--- config.mk ---
export PLATFORM = sky130hd
export DESIGN_NAME = tws_ram
export DESIGN_NICKNAME = d
export VERILOG_FILES = /design/src/hw/rtl/tws_ram.sv
export SDC_FILE = /design/constraint.sdc
export NUM_CORES = 1
export LEC_CHECK = 0
export BUFFER_PORTS_ARGS = -buffer_cell sky130_fd_sc_hd__buf_2
export CAP_MARGIN = 20
export CELL_PAD_IN_SITES_DETAIL_PLACEMENT = 1
export CELL_PAD_IN_SITES_GLOBAL_PLACEMENT = 2
export CORE_MARGIN = 5
export CORE_UTILIZATION = 50
export CTS_BUF_LIST = sky130_fd_sc_hd__clkbuf_8
export DETAILED_ROUTE_END_ITERATION = 8
export PLACE_DENSITY = 0.83
export RECOVER_POWER = 100
export SYNTH_ARGS = -nofsm -noshare
export SYNTH_HDL_FRONTEND = slang
export SYNTH_SLANG_ARGS = --single-unit
--- constraint.sdc ---
create_clock -name clk_i -period 4.7 [get_ports clk_i]
set_input_delay 0.235 -clock clk_i [delete_from_list [all_inputs] [get_ports clk_i]]
set_output_delay 0.235 -clock clk_i [all_outputs]
set_load 0.005 [all_outputs]
--- src/hw/rtl/tws_ram.sv ---
// generic single write port, single read port ram with registered read
// no dependencies
module tws_ram #(
  parameter int unsigned Width = 8,
  parameter int unsigned Depth = 16
) (
  input  logic                     clk_i,
  input  logic                     we_i,
  input  logic [$clog2(Depth)-1:0] waddr_i,
  input  logic [Width-1:0]         wdata_i,
  input  logic [$clog2(Depth)-1:0] raddr_i,
  output logic [Width-1:0]         rdata_o
);

  logic [Width-1:0] mem_q [Depth];
  logic [Width-1:0] rdata_q;

  // write port
  always_ff @(posedge clk_i) begin
    if (we_i) begin
      mem_q[waddr_i] <= wdata_i;
    end
  end

  // registered read port
  always_ff @(posedge clk_i) begin
    rdata_q <= mem_q[raddr_i];
  end

  assign rdata_o = rdata_q;

endmodule

==> summary.md <==
| Metric | Value |
|---|---|
| Internal Pwr Total | ~1.8 mW |
| Compound-cell area share of the yosys netlist | 0.0233 |
| Most frequent cells in the layout | edfxtp_1 (128), clkbuf_1 (22), clkbuf_8 (20) |
| Synthesized net count | 247 |
| Max clock buf depth | 2 |
| Unique masters post-synth | 19 |
| Synth Area in XOR/XNOR | 0 |
| Number of global-route vias before repair | ~2600 |
| Worst Tran Pin Value | 2570 ps |
| Placed insts | 384 |
| Synth Instances | 229 |
| Fillers | 908 |
| Initial antenna violation count | 0 |
| Syn Area/Cell | 22.5 sq um |
| Syn-to-layout area delta | 10.3% |
| Status | finished with violations |
| Final setup viols | 0 |
| Mux cell area share after synthesis | 0.150 |
| First-pass GRT wire length | 15500 um |
| Shortest period the worst path allows | 2890 ps |
| GPL Wtd Cong | between 0.7 and 0.8 |
| Synth area leader | edfxtp_1 |
| Number of I/O pins | 26 |
| Clk pin slew, worst setup/hold paths | 70 ps |
| Layout Cells excl Fill | 416 |
| Final Instance Area | 5680 sq um |
| Sequential Area | 4000 sq um |
| Post-route DRC | 0 |
| CTS tree | yes |
| Setup bufs post-CTS | 0 |
| DRT antenna net count | 0 |
| Worst Setup Path Type | input port to register |
| Hold buffers post-CTS | 0 |
| Net Switching | 461 uW |
| CP Launch Type | input port |
| Flop pwr share | 0.607 |
| Failing checks | capacitance limit, slew limit |
| Count of input and output buffers | 25 |
| Largest family of logic cells by synthesized area | multiplexers |
| CP max FO | 32 |
| Slew Limit Fails | 33 |
| Post-DP HPWL | 6600 um |
| Core area | 10200 sq um |
| Area of the multi-input gates | 1060 sq um |
| Pre-antenna DRT Iters | 6 |
| Post-Syn Area | between 5000 and 6000 sq um |
| Share of cells above drive strength 1 | 0.182 |
| Synth area leaders | edfxtp_1 (75%), mux4_2 (7.9%), mux4_1 (7.1%), dfxtp_1 (3.1%), a22oi_1 (2.3%) |
| Num CTS Buffers | 17 |
| Clk pwr share | 0.342 |
| Initial DRC count | 182 |
| Clock Tree Root | clkbuf_8 |
| Sw frac | 0.205 |
| Yosys top cell area share | 0.747 |
| Clk_skew | approximately 9.1 ps |
| Simple-Gate Fraction of Synth Area | 0.0318 |
| Clock Latency Late Sink | 420 ps |
| Vias | 2408 |
| VDD IR-drop max | approximately 0.17 mV |
| Routed WL per cell | 24.1 um |
| Fin crit share | 0.614 |
| Synthesized flop and latch total | 136 |
| DR vias/cell | 5.79 |
| Die Ht | 111 um |
| Die ar. | between 10000 and 15000 sq um |
| Row count | 37 |
| Hold Vio Cnt, Final | 0 |
| Cts repair resizes | 0 |
| Clock sink count | between 100 and 150 |
| Number of diodes | 0 |
| Post-synthesis sequential area ratio | 0.778 |
| H-tree Lvls | 4 |
| Total track usage | 0.174 |
| Placed instance area | 5390 sq um |
| Static leakage power | approximately 1.8 nW |
| MaxCap Viol Count | 1 |
| Hold WS | 318 ps |
| Yosys Warn Count | 0 |
| Tightest Hold Check Type | input port to register |
| Crit end category | register |
| Total wire length | about 10000 um |
| P per Cell Area | 397 nW/um^2 |
| Setup TNS | 0 ps |
| Post-layout nets | approximately 290 |
| Combinational Power Share | 0.051 |
| Relative slew slack | -0.710 |
| Dpl ws | 2430 ps |
| Adder-Cell Fraction of Synth Area | 0 |
| Die X | 111 um |
| Most common cell after layout, fill and taps aside | edfxtp_1 |
| Largest net degree at the start of global routing | 33 |
| Starting density of the core | 0.505 |
| R2r setup slk | 3310 ps |
| Final global-route overflow total | 0 |
| Final worst slack | 1810 ps |
| Unrepaired setup endpoints after global routing | false |
| Worst R2R Path Depth | 3 |
| Worst path arrival time | 3190 ps |
| Hold path cells | 2 |
| CP required | about 5000 ps |
| FMAX | roughly 350 MHz |
-- flip-flops by register name (all words and copies together) (netlist names) --
signal and cells:
rdata_o 8, mem_q 128
-- worst max-delay path, cell delays in order --
cell      delay, ps
clkbuf_1       1780
mux4_1          750
a22oi_1         270
nand2_1         110
-- cell families after synthesis --
| group | count (synthesis) |
|---|---|
| flops | 136 |
| simple gates | 35 |
| mux | 32 |
| compound gates | 16 |
| buf+inv | 10 |
-- power by group through the flow --
stage	registers (mW)	logic [mW]	clock network (mW)
6_report	1.37	0.115	0.769
2_1_floorplan	1.39	0.0688	0
5_1_grt	1.37	0.126	0.861
3_3_place_gp	1.39	0.115	0
4_1_cts	1.37	0.120	0.790
3_5_place_dp	1.39	0.120	0
-- area by class of cell --
type | count | area share
flip-flops and latches | 136 | 0.705
clock buffers | 20 | 0.0485
well taps | 136 | 0.0300
repair buffers | 29 | 0.0207
clock inverters | 12 | 0.00904
multi-input cells | 83 | 0.186
-- stage by stage --
step	util	power [mW]
final	0.557	2.25
after CTS	0.561	2.28
after detailed placement	0.529	1.51
after global routing	0.557	2.35
after global placement	0.528	1.50
after floorplan	-	1.46
-- Yosys cell counts, drive strengths merged --
cell           instances
a22oi                 16
buf                    7
dfxtp                  8
nand2                  9
nand2b                 2
clkdlybuf4s25          3
nand3b                 2
and2                   1
nor2b                  1
mux4                  32
edfxtp               128
nor2                  13
nor3                   4
and2b                  1
or3b                   1
nand3                  1
-- metal layers --
metal,global-route usage,share of wire
met5,0,0
met4,0.0560,0.011
met3,0.0533,0.062
met2,0.278,0.49
met1,0.233,0.43
-- path summary, 6_finish.rpt --
check                          from                     to
max reg2reg   mem_q[1][2]$_DFFE_PP_     rdata_o[2]$_DFF_P_
max                      raddr_i[0]     rdata_o[2]$_DFF_P_
min reg2reg  mem_q[14][3]$_DFFE_PP_     rdata_o[3]$_DFF_P_
min                      waddr_i[0]  mem_q[0][7]$_DFFE_PP_
Power figures use the tool's default switching activity.
