--- config.mk ---
export PLATFORM = sky130hd
export DESIGN_NAME = tws_window
export DESIGN_NICKNAME = d
export VERILOG_FILES = /design/src/hw/rtl/tws_pkg.sv /design/src/hw/rtl/tws_window.sv
export SDC_FILE = /design/constraint.sdc
export NUM_CORES = 1
export LEC_CHECK = 0
export BUFFER_PORTS_ARGS = -buffer_cell sky130_fd_sc_hd__buf_2
export CAP_MARGIN = 5
export CORE_MARGIN = 10
export CORE_UTILIZATION = 35
export DETAILED_ROUTE_END_ITERATION = 7
export PLACE_DENSITY = 0.57
export SYNTH_ARGS = -nofsm -noshare
export SYNTH_HDL_FRONTEND = slang
export SYNTH_SLANG_ARGS = --single-unit
--- constraint.sdc ---
create_clock -name clk_i -period 3.4 [get_ports clk_i]
set_input_delay 0 -clock clk_i [delete_from_list [all_inputs] [get_ports clk_i]]
set_output_delay 0 -clock clk_i [all_outputs]
set_load 0.02 [all_outputs]
--- src/hw/rtl/tws_pkg.sv ---
// shared types and codes for the time window filter and sorter
// no dependencies
package tws_pkg;

  typedef enum logic [1:0] {
    FUNC_LOAD  = 2'd0,
    FUNC_READ  = 2'd1,
    FUNC_CLEAR = 2'd2,
    FUNC_NONE  = 2'd3
  } func_e;

  typedef enum logic [2:0] {
    ST_STORED   = 3'd0,
    ST_FILTERED = 3'd1,
    ST_FULL     = 3'd2,
    ST_OUT      = 3'd3,
    ST_EMPTY    = 3'd4
  } status_e;

  localparam int unsigned CfgIdxW = 3;

  localparam logic [CfgIdxW-1:0] CFG_START_LIMIT    = 3'd0;
  localparam logic [CfgIdxW-1:0] CFG_START_LIMIT_ON = 3'd1;
  localparam logic [CfgIdxW-1:0] CFG_END_LIMIT      = 3'd2;
  localparam logic [CfgIdxW-1:0] CFG_END_LIMIT_ON   = 3'd3;

endpackage

--- src/hw/rtl/tws_window.sv ---
// window limit registers and the drop decision for a loaded record
// depends on tws_pkg
module tws_window (
  input  logic                         clk_i,
  input  logic                         rst_ni,
  input  logic                         cfg_we_i,
  input  logic [tws_pkg::CfgIdxW-1:0]  cfg_index_i,
  input  logic [63:0]                  cfg_data_i,
  input  logic signed [63:0]           rec_start_i,
  input  logic signed [63:0]           rec_end_i,
  output logic                         drop_o
);

  logic signed [63:0] start_limit_q;
  logic               start_limit_on_q;
  logic signed [63:0] end_limit_q;
  logic               end_limit_on_q;
  logic               early_drop;
  logic               late_drop;

  // limit registers
  always_ff @(posedge clk_i or negedge rst_ni) begin
    if (!rst_ni) begin
      start_limit_q    <= '0;
      start_limit_on_q <= 1'b0;
      end_limit_q      <= '0;
      end_limit_on_q   <= 1'b0;
    end else if (cfg_we_i) begin
      unique case (cfg_index_i)
        tws_pkg::CFG_START_LIMIT:    start_limit_q    <= cfg_data_i;
        tws_pkg::CFG_START_LIMIT_ON: start_limit_on_q <= cfg_data_i[0];
        tws_pkg::CFG_END_LIMIT:      end_limit_q      <= cfg_data_i;
        tws_pkg::CFG_END_LIMIT_ON:   end_limit_on_q   <= cfg_data_i[0];
        default: ;
      endcase
    end
  end

  // record wholly before the start or wholly after the end
  assign early_drop = start_limit_on_q && (rec_start_i < start_limit_q)
                      && (rec_end_i < start_limit_q);
  assign late_drop  = end_limit_on_q && (rec_start_i > end_limit_q)
                      && (rec_end_i > end_limit_q);
  assign drop_o     = early_drop || late_drop;

endmodule

==> PnR_summary.wiki <==
{| class="wikitable"
! Metric !! Value
|-
| Outcome || completed
|-
| Clock Sink Count || 130
|-
| Post-place instance area || 12000 um2
|-
| Total count of hold-check failures in the final report || 0
|-
| Startpoint Class || register
|-
| Placement-stage worst setup slack || 0.656 ns
|-
| Worst-margin pin slew || 0.920 ns
|-
| Maximum net fanout on the critical path || 3
|-
| Starting Density || 0.355
|-
| Die area || 37400 um2
|-
| Critical Path End Type || primary output
|-
| Most common flop cell mapped by yosys || dfrtp_1
|-
| Area growth from synthesis to layout || 25.7%
|-
| Final layout net count || 1911
|-
| Half-perimeter wire length after placement || 27200 um
|-
| # setup viols final || 0
|-
| Port Buf Inserts || 198
|-
| Number of max-slew violations in the final report || 0
|-
| Clock edge transition at the registers on the reported setup and hold paths || 0.07 ns
|-
| Register area share after synthesis || 0.309
|-
| Total global routing overflow || 0
|-
| DRC viols || 0
|-
| Highest attainable clock frequency || 311 MHz
|-
| Layout cell share with drive strength beyond 1 || 0.169
|-
| Post-route design area || 13200 um2
|-
| Count of yosys warnings during synthesis || 0
|-
| Final Worst Setup Slack || 0.186 ns
|-
| Slew headroom || 0.386
|-
| Vias || 9482
|-
| Global router's overall resource usage || 0.176
|-
| FP Rows || 63
|-
| Total Negative Setup Slacks || 0 ns
|-
| Lkg Pwr || 6.53 nW
|-
| Fraction of synthesized cell area taken by the top area cell type || 0.309
|-
| Drt wl/cell || 17.8 um
|-
| Top-Level Pins || 199
|-
| Leading area contributor after synthesis || dfrtp_1
|-
| Detailed-route wire length || 33100 um
|-
| Core ar. || 29600 um2
|-
| VDD IR-drop max || 0.273 mV
|-
| Async S/R FF share, synth || 1.00
|-
| Synthesis-stage register bit count || 130
|-
| Flop-to-flop setup slack || 2.62 ns
|-
| Largest cells by area after synthesis || dfrtp_1 31%, ha_1 30%, o21ai_0 7.6%
|-
| Global-route wire length before repair || 53200 um
|-
| Maxcap violations || 0
|-
| Floorplan die width || 193 um
|-
| Fill cell instance count of the final layout || 2970
|-
| DRC violation total after the first TritonRoute iteration || 522
|-
| Number of global-route vias before repair || 9851
|-
| WS Path Type || register to primary output
|-
| Final min period || 3.21 ns
|-
| H-tree levels || 4
|-
| Synthesized area per cell || 8.79 um2
|-
| Distinct cell type count after synthesis || 57
|-
| Worst hold path type || input port to register
|-
| Buffer levels on the longest clock path || 2
|-
| Average vias per placed instance || 5.09
|-
| Number of enable-type register cells in the synthesized netlist || 0
|-
| Arrival time of the worst setup path || 3.21 ns
|-
| Number of search-and-repair iterations in the first detailed-routing pass || 5
|-
| Clock Skew || 0 ns
|-
| DRT antenna net count || 0
|-
| Maximum number of pins on one net before global-route repair || 99
|-
| CTS tree || done
|-
| Area of the mapped netlist || 10500 um2
|-
| Source-to-sink clock delay at the later pin of the worst-skew pair || 0.42 ns
|-
| Clock root buffer || clkbuf_16
|-
| Antenna violations before repair || 1
|-
| Required time worst endpoint || 3.40 ns
|-
| Most common cell in the synthesized netlist || ha_1
|-
| Height of the die || 193 um
|-
| Clock buffers created by TritonCTS || 17
|-
| Top cells by instance count after synthesis || 254 x ha_1, 177 x nand2_1, 160 x o21ai_0
|-
| Pwr/cell area || 464 nW/um2
|-
| Instance count of the mapped netlist || 1196
|-
| Final weighted congestion in routability-driven placement || 0.890
|-
| Ratio of final minimum period to clock period || 0.945
|-
| Flip-flop and latch area || 3250 um2
|-
| Multi-input gate area in the final layout || 6690 um2
|-
| Number of nets produced by synthesis || 1648
|-
| Unrepaired setup endpoints after global routing || no
|}
==> metal layers <==
| metal | global-route usage | up-vias | routed length [um] |
|---|---|---|---|
| met5 | 0 | - | 0 |
| met4 | 0.0472 | 0 | 579 |
| met3 | 0.0386 | 37 | 1550 |
| met2 | 0.291 | 192 | 15500 |
| met1 | 0.226 | 4434 | 15500 |
| li1 | - | 4819 | - |
==> placed cells by master, fill, tap and decap left out, types with 3 or more instances in the layout <==
| master | synthesis | layout |
|---|---|---|
| ha_1 | 254 | 254 |
| buf_2 | 2 | 197 |
| nand2_1 | 177 | 177 |
| o21ai_0 | 160 | 160 |
| inv_1 | 134 | 134 |
| dfrtp_1 | 130 | 130 |
| a21oi_1 | 86 | 86 |
| dlygate4sd3_1 | 0 | 68 |
| nand4_1 | 43 | 43 |
| a21o_1 | 30 | 30 |
| nand3_1 | 24 | 24 |
| nor2_1 | 23 | 23 |
| clkbuf_16 | 0 | 17 |
| a211oi_1 | 10 | 10 |
| nor3_1 | 10 | 10 |
| and4_1 | 10 | 10 |
| o211ai_1 | 6 | 6 |
| nor4_1 | 7 | 6 |
| a221o_1 | 5 | 5 |
| a221oi_1 | 5 | 5 |
| inv_6 | 0 | 5 |
| mux2_2 | 4 | 4 |
| clkinvlp_4 | 0 | 4 |
| buf_4 | 0 | 4 |
| nor2b_1 | 3 | 3 |
| a31oi_1 | 3 | 3 |
==> cell type report <==
class                      instances  share of cell area
clock buffer                      19              0.0327
sequential                       130               0.246
clock inverter                    13             0.00956
antenna                            2            0.000378
tap                              390              0.0369
multi-input combinational        905               0.506
timing repair buffer             271               0.131
inverter                         134              0.0380
==> cells by family after synthesis <==
group                    after synthesis  synth area share
buffers and inverters                161            0.0577
adder cells (fa/ha/maj)              254             0.302
flip-flops                           130             0.309
multiplexers                           4           0.00428
XOR/XNOR                               3           0.00250
AO/OA/AOI/OAI                        327             0.180
AND/OR/NAND/NOR                      317             0.144
==> metrics by stage <==
step	util	cells	hold slack, ns	power, W
after floorplan	-	1196	-0.296	0.00353
after global placement	0.404	1762	0.0310	0.00425
after detailed placement	0.404	1762	0.0325	0.00432
after CTS	0.446	1862	0.0383	0.00620
after global routing	0.446	1862	0.0687	0.00669
final	0.446	1864	0.0646	0.00613
==> where the power goes <==
| group | internal (W) | switching, W |
|---|---|---|
| clock network | 0.00102 | 0.000760 |
| logic | 0.00100 | 0.00141 |
| registers | 0.00186 | 0.0000831 |
==> path summary, 6_finish.rpt <==
path                                  start               end  cells past startpoint
setup / recovery            end_limit_q[42]            drop_o                     10
hold / removal               cfg_index_i[2]  start_limit_on_q                      3
setup reg to reg           start_limit_q[0]  start_limit_q[0]                      1
hold reg to reg            start_limit_on_q  start_limit_on_q                      1
max in group asynchronous            rst_ni   end_limit_q[34]                      3
min in group asynchronous            rst_ni  start_limit_q[7]                      2
==> sequential cells by signal, summed over array words and instances (netlist names) <==
name / count
end_limit_on_q: 1
start_limit_on_q: 1
end_limit_q: 64
start_limit_q: 64
==> what timing repair did <==
item	4_1_cts	5_1_grt
hold buffers	68	0
endpoints found under the setup margin	0	1
setup buffers	0	0
endpoints found under the hold margin	189	0
resized for setup	0	1
==> worst max-delay path, stage by stage, from the launching register on <==
cell and delay (ns):
dfrtp_1 0.32, inv_1 0.06, ha_1 0.32, nand4_1 0.14, nor4_1 0.54, nand3_1 0.18, or4_4 0.46, o2111ai_2 0.21
xor2_1 0.10, o32ai_1 0.21, buf_2 0.24
Power figures use the tool's default switching activity.
